**src/rtl/core/active_pf_to_apparent_cmd_core_assert.svh**
```systemverilog
// assertion macros for the core rtl, included by apac_back
`ifndef ACTIVE_PF_TO_APPARENT_CMD_CORE_ASSERT_SVH
`define ACTIVE_PF_TO_APPARENT_CMD_CORE_ASSERT_SVH

// same-cycle implication on clk, quiet during rst
`define APAC_ASSERT_IMPL(label, ante, cons, msg) \
  label: assert property (@(posedge clk) disable iff (rst) (ante) |-> (cons)) \
    else $error(msg);

// next-cycle implication on clk, quiet during rst
`define APAC_ASSERT_NEXT(label, ante, cons, msg) \
  label: assert property (@(posedge clk) disable iff (rst) (ante) |=> (cons)) \
    else $error(msg);

`endif

```
**src/rtl/core/apac_pkg.sv**
```systemverilog
// shared constants for the active power / power factor to apparent command core
package apac_pkg;

  localparam int POWER_WIDTH_DEF  = 24;
  localparam int PF_FRAC_BITS_DEF = 15;
  localparam int QUEUE_DEPTH_DEF  = 4;

  localparam int APB_ADDR_W = 4;
  localparam int APB_DATA_W = 32;

  localparam logic [1:0] REG_PF_FLOOR   = 2'd0;
  localparam logic [1:0] REG_PF_CEILING = 2'd1;
  localparam logic [1:0] REG_S_LIMIT    = 2'd2;

  localparam longint unsigned S_LIMIT_RST = 64'd2782000;

endpackage

```
**src/rtl/core/apac_regs.sv**
```systemverilog
// apb configuration registers: pf clamp bounds and apparent power limit
module apac_regs import apac_pkg::*; #(
  parameter int POWER_WIDTH  = POWER_WIDTH_DEF,
  parameter int PF_FRAC_BITS = PF_FRAC_BITS_DEF
) (
  input  logic                   clk,
  input  logic                   rst,
  input  logic                   psel,
  input  logic                   penable,
  input  logic                   pwrite,
  input  logic [APB_ADDR_W-1:0]  paddr,
  input  logic [APB_DATA_W-1:0]  pwdata,
  output logic [APB_DATA_W-1:0]  prdata,
  output logic                   pready,
  output logic [PF_FRAC_BITS-1:0] pf_floor,
  output logic [PF_FRAC_BITS-1:0] pf_ceiling,
  output logic [POWER_WIDTH-2:0]  s_limit
);

  localparam longint unsigned LIMIT_MAX = (64'd1 << (POWER_WIDTH - 1)) - 64'd1;
  localparam logic [PF_FRAC_BITS-1:0] FLOOR_RST =
    PF_FRAC_BITS'(((2 ** PF_FRAC_BITS) + 99) / 100);
  localparam logic [PF_FRAC_BITS-1:0] CEILING_RST = PF_FRAC_BITS'((2 ** PF_FRAC_BITS) - 3);
  localparam logic [POWER_WIDTH-2:0] LIMIT_RST =
    (POWER_WIDTH - 1)'((S_LIMIT_RST < LIMIT_MAX) ? S_LIMIT_RST : LIMIT_MAX);

  logic       wr_en;
  logic [1:0] reg_sel;

  assign pready  = 1'b1;
  assign wr_en   = psel && penable && pwrite && pready;
  assign reg_sel = paddr[3:2];

  always_ff @(posedge clk) begin
    if (rst) begin
      pf_floor   <= FLOOR_RST;
      pf_ceiling <= CEILING_RST;
      s_limit    <= LIMIT_RST;
    end else if (wr_en) begin
      case (reg_sel)
        REG_PF_FLOOR:   pf_floor   <= pwdata[PF_FRAC_BITS-1:0];
        REG_PF_CEILING: pf_ceiling <= pwdata[PF_FRAC_BITS-1:0];
        REG_S_LIMIT:    s_limit    <= pwdata[POWER_WIDTH-2:0];
        default: ;
      endcase
    end
  end

  always_comb begin
    case (reg_sel)
      REG_PF_FLOOR:   prdata = APB_DATA_W'(pf_floor);
      REG_PF_CEILING: prdata = APB_DATA_W'(pf_ceiling);
      REG_S_LIMIT:    prdata = APB_DATA_W'(s_limit);
      default:        prdata = '0;
    endcase
  end

endmodule

```
**src/rtl/core/apac_front.sv**
```systemverilog
// front end: takes setpoints, splits sign and magnitude, clamps the pf magnitude
module apac_front import apac_pkg::*; #(
  parameter int POWER_WIDTH  = POWER_WIDTH_DEF,
  parameter int PF_FRAC_BITS = PF_FRAC_BITS_DEF,
  parameter int ENTRY_W      = POWER_WIDTH + PF_FRAC_BITS + 2
) (
  input  logic                           in_valid,
  output logic                           in_ready,
  input  logic signed [POWER_WIDTH-1:0]  p_set,
  input  logic signed [PF_FRAC_BITS:0]   pf_set,
  input  logic [PF_FRAC_BITS-1:0]        pf_floor,
  input  logic [PF_FRAC_BITS-1:0]        pf_ceiling,
  input  logic                           q_full,
  output logic                           q_push,
  output logic [ENTRY_W-1:0]             q_entry
);

  logic                    p_neg;
  logic                    pf_neg;
  logic [POWER_WIDTH-1:0]  p_mag;
  logic [PF_FRAC_BITS:0]   pf_mag;
  logic [PF_FRAC_BITS-1:0] pf_abs;

  assign in_ready = !q_full;
  assign q_push   = in_valid && in_ready;

  assign p_neg  = p_set[POWER_WIDTH-1];
  assign pf_neg = pf_set[PF_FRAC_BITS];
  assign p_mag  = p_neg ? (~$unsigned(p_set) + 1'b1) : $unsigned(p_set);
  assign pf_mag = pf_neg ? (~$unsigned(pf_set) + 1'b1) : $unsigned(pf_set);

  always_comb begin
    if (pf_mag < {1'b0, pf_floor}) begin
      pf_abs = pf_floor;
    end else if (pf_mag > {1'b0, pf_ceiling}) begin
      pf_abs = pf_ceiling;
    end else begin
      pf_abs = pf_mag[PF_FRAC_BITS-1:0];
    end
  end

  assign q_entry = {pf_neg, p_neg, pf_abs, p_mag};

endmodule

```
**src/rtl/core/apac_queue.sv**
```systemverilog
// short fifo between the front end and the divider pipeline
module apac_queue import apac_pkg::*; #(
  parameter int WIDTH = POWER_WIDTH_DEF + PF_FRAC_BITS_DEF + 2,
  parameter int DEPTH = QUEUE_DEPTH_DEF
) (
  input  logic             clk,
  input  logic             rst,
  input  logic             push,
  input  logic [WIDTH-1:0] push_data,
  input  logic             pop,
  output logic [WIDTH-1:0] head,
  output logic             empty,
  output logic             full
);

  localparam int PTR_W = (DEPTH > 1) ? $clog2(DEPTH) : 1;
  localparam int CNT_W = $clog2(DEPTH + 1);

  logic [WIDTH-1:0] slots [0:DEPTH-1];
  logic [PTR_W-1:0] wr_ptr;
  logic [PTR_W-1:0] rd_ptr;
  logic [CNT_W-1:0] count;
  logic             do_pop;

  assign empty  = (count == '0);
  assign full   = (count == CNT_W'(DEPTH));
  assign do_pop = pop && !empty;
  assign head   = slots[rd_ptr];

  always_ff @(posedge clk) begin
    if (push) begin
      slots[wr_ptr] <= push_data;
    end
  end

  always_ff @(posedge clk) begin
    if (rst) begin
      wr_ptr <= '0;
      rd_ptr <= '0;
      count  <= '0;
    end else begin
      if (push) begin
        wr_ptr <= (wr_ptr == PTR_W'(DEPTH - 1)) ? '0 : wr_ptr + 1'b1;
      end
      if (do_pop) begin
        rd_ptr <= (rd_ptr == PTR_W'(DEPTH - 1)) ? '0 : rd_ptr + 1'b1;
      end
      case ({push, do_pop})
        2'b10:   count <= count + 1'b1;
        2'b01:   count <= count - 1'b1;
        default: count <= count;
      endcase
    end
  end

endmodule

```
**src/rtl/core/apac_back.sv**
```systemverilog
// back end: restoring divider pipeline, limit test and output register
`include "active_pf_to_apparent_cmd_core_assert.svh"
module apac_back import apac_pkg::*; #(
  parameter int POWER_WIDTH  = POWER_WIDTH_DEF,
  parameter int PF_FRAC_BITS = PF_FRAC_BITS_DEF,
  parameter int ENTRY_W      = POWER_WIDTH + PF_FRAC_BITS + 2
) (
  input  logic                          clk,
  input  logic                          rst,
  input  logic [ENTRY_W-1:0]            q_head,
  input  logic                          q_empty,
  output logic                          q_pop,
  input  logic [POWER_WIDTH-2:0]        s_limit,
  output logic                          out_valid,
  input  logic                          out_ready,
  output logic signed [POWER_WIDTH-1:0] s_cmd,
  output logic signed [PF_FRAC_BITS:0]  pf_cmd,
  output logic                          ok
);

  localparam int N  = POWER_WIDTH - 1;
  localparam int F  = PF_FRAC_BITS;
  localparam int DW = POWER_WIDTH + PF_FRAC_BITS;

  logic                   en;
  logic [POWER_WIDTH-1:0] in_p_mag;
  logic [F-1:0]           in_pf_abs;
  logic                   in_p_neg;
  logic                   in_pf_neg;
  logic [DW-1:0]          dividend;
  logic [F:0]             div_hi;
  logic                   in_ovf;

  logic         vld  [0:N];
  logic [F-1:0] rem  [0:N];
  logic [N-1:0] quo  [0:N];
  logic [N-1:0] dlo  [0:N];
  logic [F-1:0] dvs  [0:N];
  logic         pneg [0:N];
  logic         fneg [0:N];
  logic         ovf  [0:N];

  logic [F:0] trial [0:N-1];
  logic [F:0] diff  [0:N-1];
  logic       ge    [0:N-1];

  logic [POWER_WIDTH-1:0] s_ext;
  logic [F:0]             pf_ext;
  logic                   in_limit;

  assign en    = !out_valid || out_ready;
  assign q_pop = en && !q_empty;

  assign in_p_mag  = q_head[POWER_WIDTH-1:0];
  assign in_pf_abs = q_head[POWER_WIDTH+F-1:POWER_WIDTH];
  assign in_p_neg  = q_head[POWER_WIDTH+F];
  assign in_pf_neg = q_head[POWER_WIDTH+F+1];

  assign dividend = {in_p_mag, {F{1'b0}}};
  assign div_hi   = dividend[DW-1:N];
  assign in_ovf   = (in_pf_abs != '0) && (div_hi >= {1'b0, in_pf_abs});

  always_ff @(posedge clk) begin
    if (rst) begin
      vld[0] <= 1'b0;
    end else if (en) begin
      vld[0] <= q_pop;
    end
  end

  always_ff @(posedge clk) begin
    if (en) begin
      rem[0]  <= div_hi[F-1:0];
      quo[0]  <= '0;
      dlo[0]  <= dividend[N-1:0];
      dvs[0]  <= in_pf_abs;
      pneg[0] <= in_p_neg;
      fneg[0] <= in_pf_neg;
      ovf[0]  <= in_ovf;
    end
  end

  for (genvar j = 0; j < N; j++) begin : g_stage
    assign trial[j] = {rem[j], dlo[j][N-1]};
    assign diff[j]  = trial[j] - {1'b0, dvs[j]};
    assign ge[j]    = trial[j] >= {1'b0, dvs[j]};

    always_ff @(posedge clk) begin
      if (rst) begin
        vld[j+1] <= 1'b0;
      end else if (en) begin
        vld[j+1] <= vld[j];
      end
    end

    always_ff @(posedge clk) begin
      if (en) begin
        rem[j+1]  <= ge[j] ? diff[j][F-1:0] : trial[j][F-1:0];
        quo[j+1]  <= {quo[j][N-2:0], ge[j]};
        dlo[j+1]  <= {dlo[j][N-2:0], 1'b0};
        dvs[j+1]  <= dvs[j];
        pneg[j+1] <= pneg[j];
        fneg[j+1] <= fneg[j];
        ovf[j+1]  <= ovf[j];
      end
    end
  end

  assign in_limit = !ovf[N] && (quo[N] <= s_limit);
  assign s_ext    = {1'b0, quo[N]};
  assign pf_ext   = {1'b0, dvs[N]};

  always_ff @(posedge clk) begin
    if (rst) begin
      out_valid <= 1'b0;
    end else if (en) begin
      out_valid <= vld[N];
    end
  end

  always_ff @(posedge clk) begin
    if (en) begin
      ok     <= in_limit;
      s_cmd  <= !in_limit ? '0 : (fneg[N] ? (~s_ext + 1'b1) : s_ext);
      pf_cmd <= !in_limit ? '0 : (pneg[N] ? (~pf_ext + 1'b1) : pf_ext);
    end
  end

  `APAC_ASSERT_IMPL(a_reject_zero, out_valid && !ok, (s_cmd == '0) && (pf_cmd == '0),
    "rejected command with nonzero outputs")
  `APAC_ASSERT_IMPL(a_pf_range, out_valid && ok, pf_cmd != {1'b1, {F{1'b0}}},
    "power factor command out of range")
  `APAC_ASSERT_NEXT(a_drain, vld[N] && en, out_valid,
    "pipeline result not loaded into output register")

endmodule

```
**src/rtl/core/active_pf_to_apparent_cmd_core.sv**
```systemverilog
// path to output valid: fifo slot, divider stage 0, divider stages, output register
// throughput: one item per cycle while the output side takes a transfer each cycle
// the restoring divider resolves one quotient bit per pipeline stage, POWER_WIDTH-1 stages
// a four-entry fifo lets the input side keep going while the output side stalls, until it fills
// rst is synchronous: clears all valid bits and fifo pointers, loads register defaults
module active_pf_to_apparent_cmd_core import apac_pkg::*; #(
  parameter int POWER_WIDTH  = POWER_WIDTH_DEF,
  parameter int PF_FRAC_BITS = PF_FRAC_BITS_DEF,
  parameter int QUEUE_DEPTH  = QUEUE_DEPTH_DEF,
  parameter int IN_TW        = ((POWER_WIDTH + PF_FRAC_BITS + 1 + 7) / 8) * 8,
  parameter int OUT_TW       = ((POWER_WIDTH + PF_FRAC_BITS + 1 + 7) / 8) * 8
) (
  input  logic                  clk,
  input  logic                  rst,
  input  logic                  s_axis_tvalid,
  output logic                  s_axis_tready,
  input  logic [IN_TW-1:0]      s_axis_tdata,   // p_set, pf_set, zero pad
  output logic                  m_axis_tvalid,
  input  logic                  m_axis_tready,
  output logic [OUT_TW-1:0]     m_axis_tdata,   // s_cmd, pf_cmd, zero pad
  output logic [0:0]            m_axis_tuser,   // ok
  input  logic                  psel,
  input  logic                  penable,
  input  logic                  pwrite,
  input  logic [APB_ADDR_W-1:0] paddr,
  input  logic [APB_DATA_W-1:0] pwdata,
  output logic [APB_DATA_W-1:0] prdata,
  output logic                  pready
);

  localparam int ENTRY_W = POWER_WIDTH + PF_FRAC_BITS + 2;

  logic [PF_FRAC_BITS-1:0]        pf_floor;
  logic [PF_FRAC_BITS-1:0]        pf_ceiling;
  logic [POWER_WIDTH-2:0]         s_limit;
  logic signed [POWER_WIDTH-1:0]  p_set;
  logic signed [PF_FRAC_BITS:0]   pf_set;
  logic                           q_push;
  logic                           q_pop;
  logic                           q_full;
  logic                           q_empty;
  logic [ENTRY_W-1:0]             q_entry;
  logic [ENTRY_W-1:0]             q_head;
  logic signed [POWER_WIDTH-1:0]  s_cmd;
  logic signed [PF_FRAC_BITS:0]   pf_cmd;
  logic                           ok;

  assign p_set  = s_axis_tdata[POWER_WIDTH-1:0];
  assign pf_set = s_axis_tdata[POWER_WIDTH+PF_FRAC_BITS:POWER_WIDTH];

  apac_regs #(
    .POWER_WIDTH  (POWER_WIDTH),
    .PF_FRAC_BITS (PF_FRAC_BITS)
  ) u_regs (
    .clk        (clk),
    .rst        (rst),
    .psel       (psel),
    .penable    (penable),
    .pwrite     (pwrite),
    .paddr      (paddr),
    .pwdata     (pwdata),
    .prdata     (prdata),
    .pready     (pready),
    .pf_floor   (pf_floor),
    .pf_ceiling (pf_ceiling),
    .s_limit    (s_limit)
  );

  apac_front #(
    .POWER_WIDTH  (POWER_WIDTH),
    .PF_FRAC_BITS (PF_FRAC_BITS),
    .ENTRY_W      (ENTRY_W)
  ) u_front (
    .in_valid   (s_axis_tvalid),
    .in_ready   (s_axis_tready),
    .p_set      (p_set),
    .pf_set     (pf_set),
    .pf_floor   (pf_floor),
    .pf_ceiling (pf_ceiling),
    .q_full     (q_full),
    .q_push     (q_push),
    .q_entry    (q_entry)
  );

  apac_queue #(
    .WIDTH (ENTRY_W),
    .DEPTH (QUEUE_DEPTH)
  ) u_queue (
    .clk       (clk),
    .rst       (rst),
    .push      (q_push),
    .push_data (q_entry),
    .pop       (q_pop),
    .head      (q_head),
    .empty     (q_empty),
    .full      (q_full)
  );

  apac_back #(
    .POWER_WIDTH  (POWER_WIDTH),
    .PF_FRAC_BITS (PF_FRAC_BITS),
    .ENTRY_W      (ENTRY_W)
  ) u_back (
    .clk       (clk),
    .rst       (rst),
    .q_head    (q_head),
    .q_empty   (q_empty),
    .q_pop     (q_pop),
    .s_limit   (s_limit),
    .out_valid (m_axis_tvalid),
    .out_ready (m_axis_tready),
    .s_cmd     (s_cmd),
    .pf_cmd    (pf_cmd),
    .ok        (ok)
  );

  assign m_axis_tdata = OUT_TW'({pf_cmd, s_cmd});
  assign m_axis_tuser = ok;

endmodule

```
**config.mk**
```make
export PLATFORM = sky130hd
export DESIGN_NAME = active_pf_to_apparent_cmd_core
export DESIGN_NICKNAME = d
export VERILOG_FILES = /design/src/rtl/core/apac_pkg.sv /design/src/rtl/core/apac_regs.sv /design/src/rtl/core/apac_front.sv /design/src/rtl/core/apac_queue.sv /design/src/rtl/core/apac_back.sv /design/src/rtl/core/active_pf_to_apparent_cmd_core.sv
export VERILOG_INCLUDE_DIRS = /design/src /design/src/rtl/core
export SDC_FILE = /design/constraint.sdc
export NUM_CORES = 2
export LEC_CHECK = 0
export ABC_AREA = 1
export BUFFER_PORTS_ARGS = -buffer_cell sky130_fd_sc_hd__buf_2
export CAP_MARGIN = 20
export CORE_ASPECT_RATIO = 1.25
export CORE_MARGIN = 2
export CORE_UTILIZATION = 35
export CTS_BUF_LIST = sky130_fd_sc_hd__clkbuf_4
export CTS_CLUSTER_DIAMETER = 150
export CTS_CLUSTER_SIZE = 10
export DETAILED_ROUTE_END_ITERATION = 6
export GPL_TIMING_DRIVEN = 0
export HOLD_SLACK_MARGIN = 0.06
export PLACE_DENSITY = 0.47
export REMOVE_ABC_BUFFERS = 1
export SLEW_MARGIN = 20
export SYNTH_ARGS = -nofsm -noshare
export SYNTH_HDL_FRONTEND = slang
export SYNTH_SLANG_ARGS = --single-unit
```
**constraint.sdc**
```tcl
create_clock -name clk -period 34.7 [get_ports clk]
set_clock_uncertainty 0.05 [all_clocks]
set_input_delay 5.205 -clock clk [delete_from_list [all_inputs] [get_ports clk]]
set_output_delay 5.205 -clock clk [all_outputs]
set_load 0.02 [all_outputs]
```
==> results.json <==
{
  "start_util_pct": 35.2,
  "end_kind": "output port",
  "cts_max_path_buffers": 3,
  "pre_cts_slack_ps": 22180,
  "placementRows": 183,
  "area_growth_pct": 8.14,
  "synth_flop_cell": "edfxtp_1",
  "status": "finished, final reports clean",
  "cts_setup_buffers": 0,
  "insertion_delay_ps": 1240,
  "cp_max_fo": 16,
  "first_pass_iters": 6,
  "cts_buffers": 156,
  "setup_slack_ps": 22220,
  "final_util_pct": 38.1,
  "grt_usage_pct": 17.2,
  "synth_area_um2": 70000,
  "relSlewSlack_pct": 32.8,
  "grt_pass1_vias": 47100,
  "die_h_um": 504,
  "fin_crit_ps": 12480,
  "synth.avg_cell_area_um2": 10.3,
  "arrival_ps": 7220,
  "grt_pass1_wl_um": 272000,
  "grt_max_degree": 111,
  "cp_data_required_time_ps": 29440,
  "wirelength_um": 178000,
  "globalplace.congestion": 0.877,
  "syn_inst": 6792,
  "synth_edf_count": 1318,
  "drv_slew": 0,
  "num_vias": 47600,
  "cap_violations": 0,
  "io_pins": 159,
  "worstMarginPinSlew_ps": 1010,
  "htreeDepth": 4,
  "yosysUniqueCellTypes": 51,
  "setup_tns_ps": 0,
  "path_clk_slew_ps": 110,
  "place.port_buffers": 137,
  "post-route-period-util_pct": 36.0,
  "gr-total-overflow": 0,
  "hold_violations": 0,
  "drtIter0Drc": 3042,
  "synthArstFlopShare_pct": 0,
  "min-delay-path-class": "reg -> reg",
  "cp-start-kind": "input port",
  "core_area_um2": 199000,
  "die_area_um2": 204000,
  "rsz0062_at_grt": "no",
  "routed_via_density": 4.92,
  "drcViolationCount": 0,
  "tritoncts": "done",
  "ys_warn_count": 0,
  "ctsResizeCount": 0,
  "wl_per_cell_um": 18.4,
  "yosysSeqAreaShare_pct": 58.3,
  "setup_viol": 0,
  "drive_gt1_share_pct": 7.18,
  "fin_nets": 7529,
  "critPathKind": "in -> out",
  "dp_hpwl_um": 133000,
  "clock-sinks": 1381,
  "ys_ff_latch": 1381,
  "fmax_mhz": 80.2,
  "cts-root-buf": "clkbuf_4",
  "antenna_found_initial": 16,
  "detail-route-antenna-nets": 0,
  "ctsHoldBuffers": 0,
  "die_w_um": 404
}
## synth_stat cells, types with 15 or more instances
library cell     n  share of area (%)
a21o_1          56               0.60
a21oi_1        569                4.1
buf_2           30               0.21
buf_4           28               0.30
clkbuf_1        50               0.27
dfxtp_1         63                1.8
edfxtp_1      1318                 57
fa_1            23               0.66
ha_1           421                7.5
inv_1          873                4.7
nand2_1       1113                6.0
nand3_1        449                3.2
nand3_2         29               0.41
nand3b_1        65               0.70
nand4_1         56               0.50
nor2_1         768                4.1
nor3_1          73               0.52
o211ai_1        39               0.42
o21ai_0        329                2.4
o21ai_1         23               0.16
o221ai_1        15               0.19
o22ai_1         24               0.21
or2_2           20               0.18
xnor2_1        128                1.6
xor2_1         108                1.4
## area by class of cell
type	count	area [µm²]
fillers	19700	123000
inverters	879	3310
flip-flops and latches	1381	40800
clock inverters	12	124
multi-input cells	4422	25300
diodes	16	40.0
well taps	2590	3240
clock buffers	208	1560
repair buffers	162	1310
## cell usage in the layout (no fill, tap or decap), types with 13 or more instances in the layout
cell / Yosys / layout
fa_1: 23 / 23
diode_2: 0 / 16
xnor2_1: 128 / 128
buf_2: 30 / 137
ha_1: 421 / 421
o21ai_0: 329 / 329
nor2_1: 768 / 763
o21ai_2: 13 / 13
clkbuf_4: 0 / 208
a21o_1: 56 / 56
edfxtp_1: 1318 / 1318
a21oi_2: 13 / 13
buf_16: 0 / 18
dfxtp_1: 63 / 61
nand2_1: 1113 / 1112
nand3_1: 449 / 449
nor3_1: 73 / 73
nand4_1: 56 / 56
xor2_1: 108 / 108
a21oi_1: 569 / 569
o211ai_1: 39 / 39
or2_2: 20 / 20
nand3b_1: 65 / 65
o221ai_1: 15 / 15
o21ai_1: 23 / 23
inv_1: 873 / 871
o22ai_1: 24 / 24
nand3_2: 29 / 29
## metal layers
layer  global-route usage [%]  up-vias  routed length, µm
met5                        0        -                 60
met4                     5.11        8               4840
met3                     2.74      283               6520
met2                     30.6      763              89200
met1                     21.3    22700              77000
li1                         -    23800                  -
## worst paths after layout
path,startpoint,end,slack [ps],depth (start not counted)
setup / recovery,paddr[3],prdata[0],22220,6
setup reg to reg,flip-flop,u_back.ovf[0][0],30660,13
hold reg to reg,u_back.quo[4][4],u_back.quo[4][28],290,0
hold / removal,u_back.quo[4][4],u_back.quo[4][28],290,0
## worst max-delay path, stage by stage
cell and delay (ps):
buf_2 120, inv_1 60, nor2_2 750, nand2_1 380, o221ai_1 370, buf_2 290
## stage by stage
stage	hold slack [ps]	cells	area [µm²]
after floorplan	350	6682	69400
after global placement	351	9409	73300
after detailed placement	355	9433	74000
after CTS	265	9653	75700
after global routing	278	9665	75700
final	295	9670	75700
## logic make-up after synthesis
| family | synth area share, % |
|---|---|
| simple gates | 16.2 |
| flops | 58.3 |
| fa+ha+maj | 8.18 |
| compound gates | 8.68 |
| xor+xnor | 2.95 |
| buf+inv | 5.66 |
| other cells | 0.0107 |
## registers in the layout, summed over array words and instances, names as in the netlist, named ones only
signal	cells
u_back.fneg	24
u_back.out_valid	1
u_queue.wr_ptr	2
u_queue.rd_ptr	2
u_back.pf_cmd	16
u_back.dvs	360
u_regs.pf_floor	15
u_back.vld	24
u_back.ovf	24
u_back.s_cmd	24
u_back.pneg	24
u_back.dlo	36
u_regs.pf_ceiling	15
u_back.rem	345
u_regs.s_limit	23
u_queue.slots	164
u_queue.count	3
u_back.quo	276
u_back.ok	1
Power is left out: the tool's default activity adds up to more than one toggle a clock period on the data nets, which glitch-free logic cannot reach.
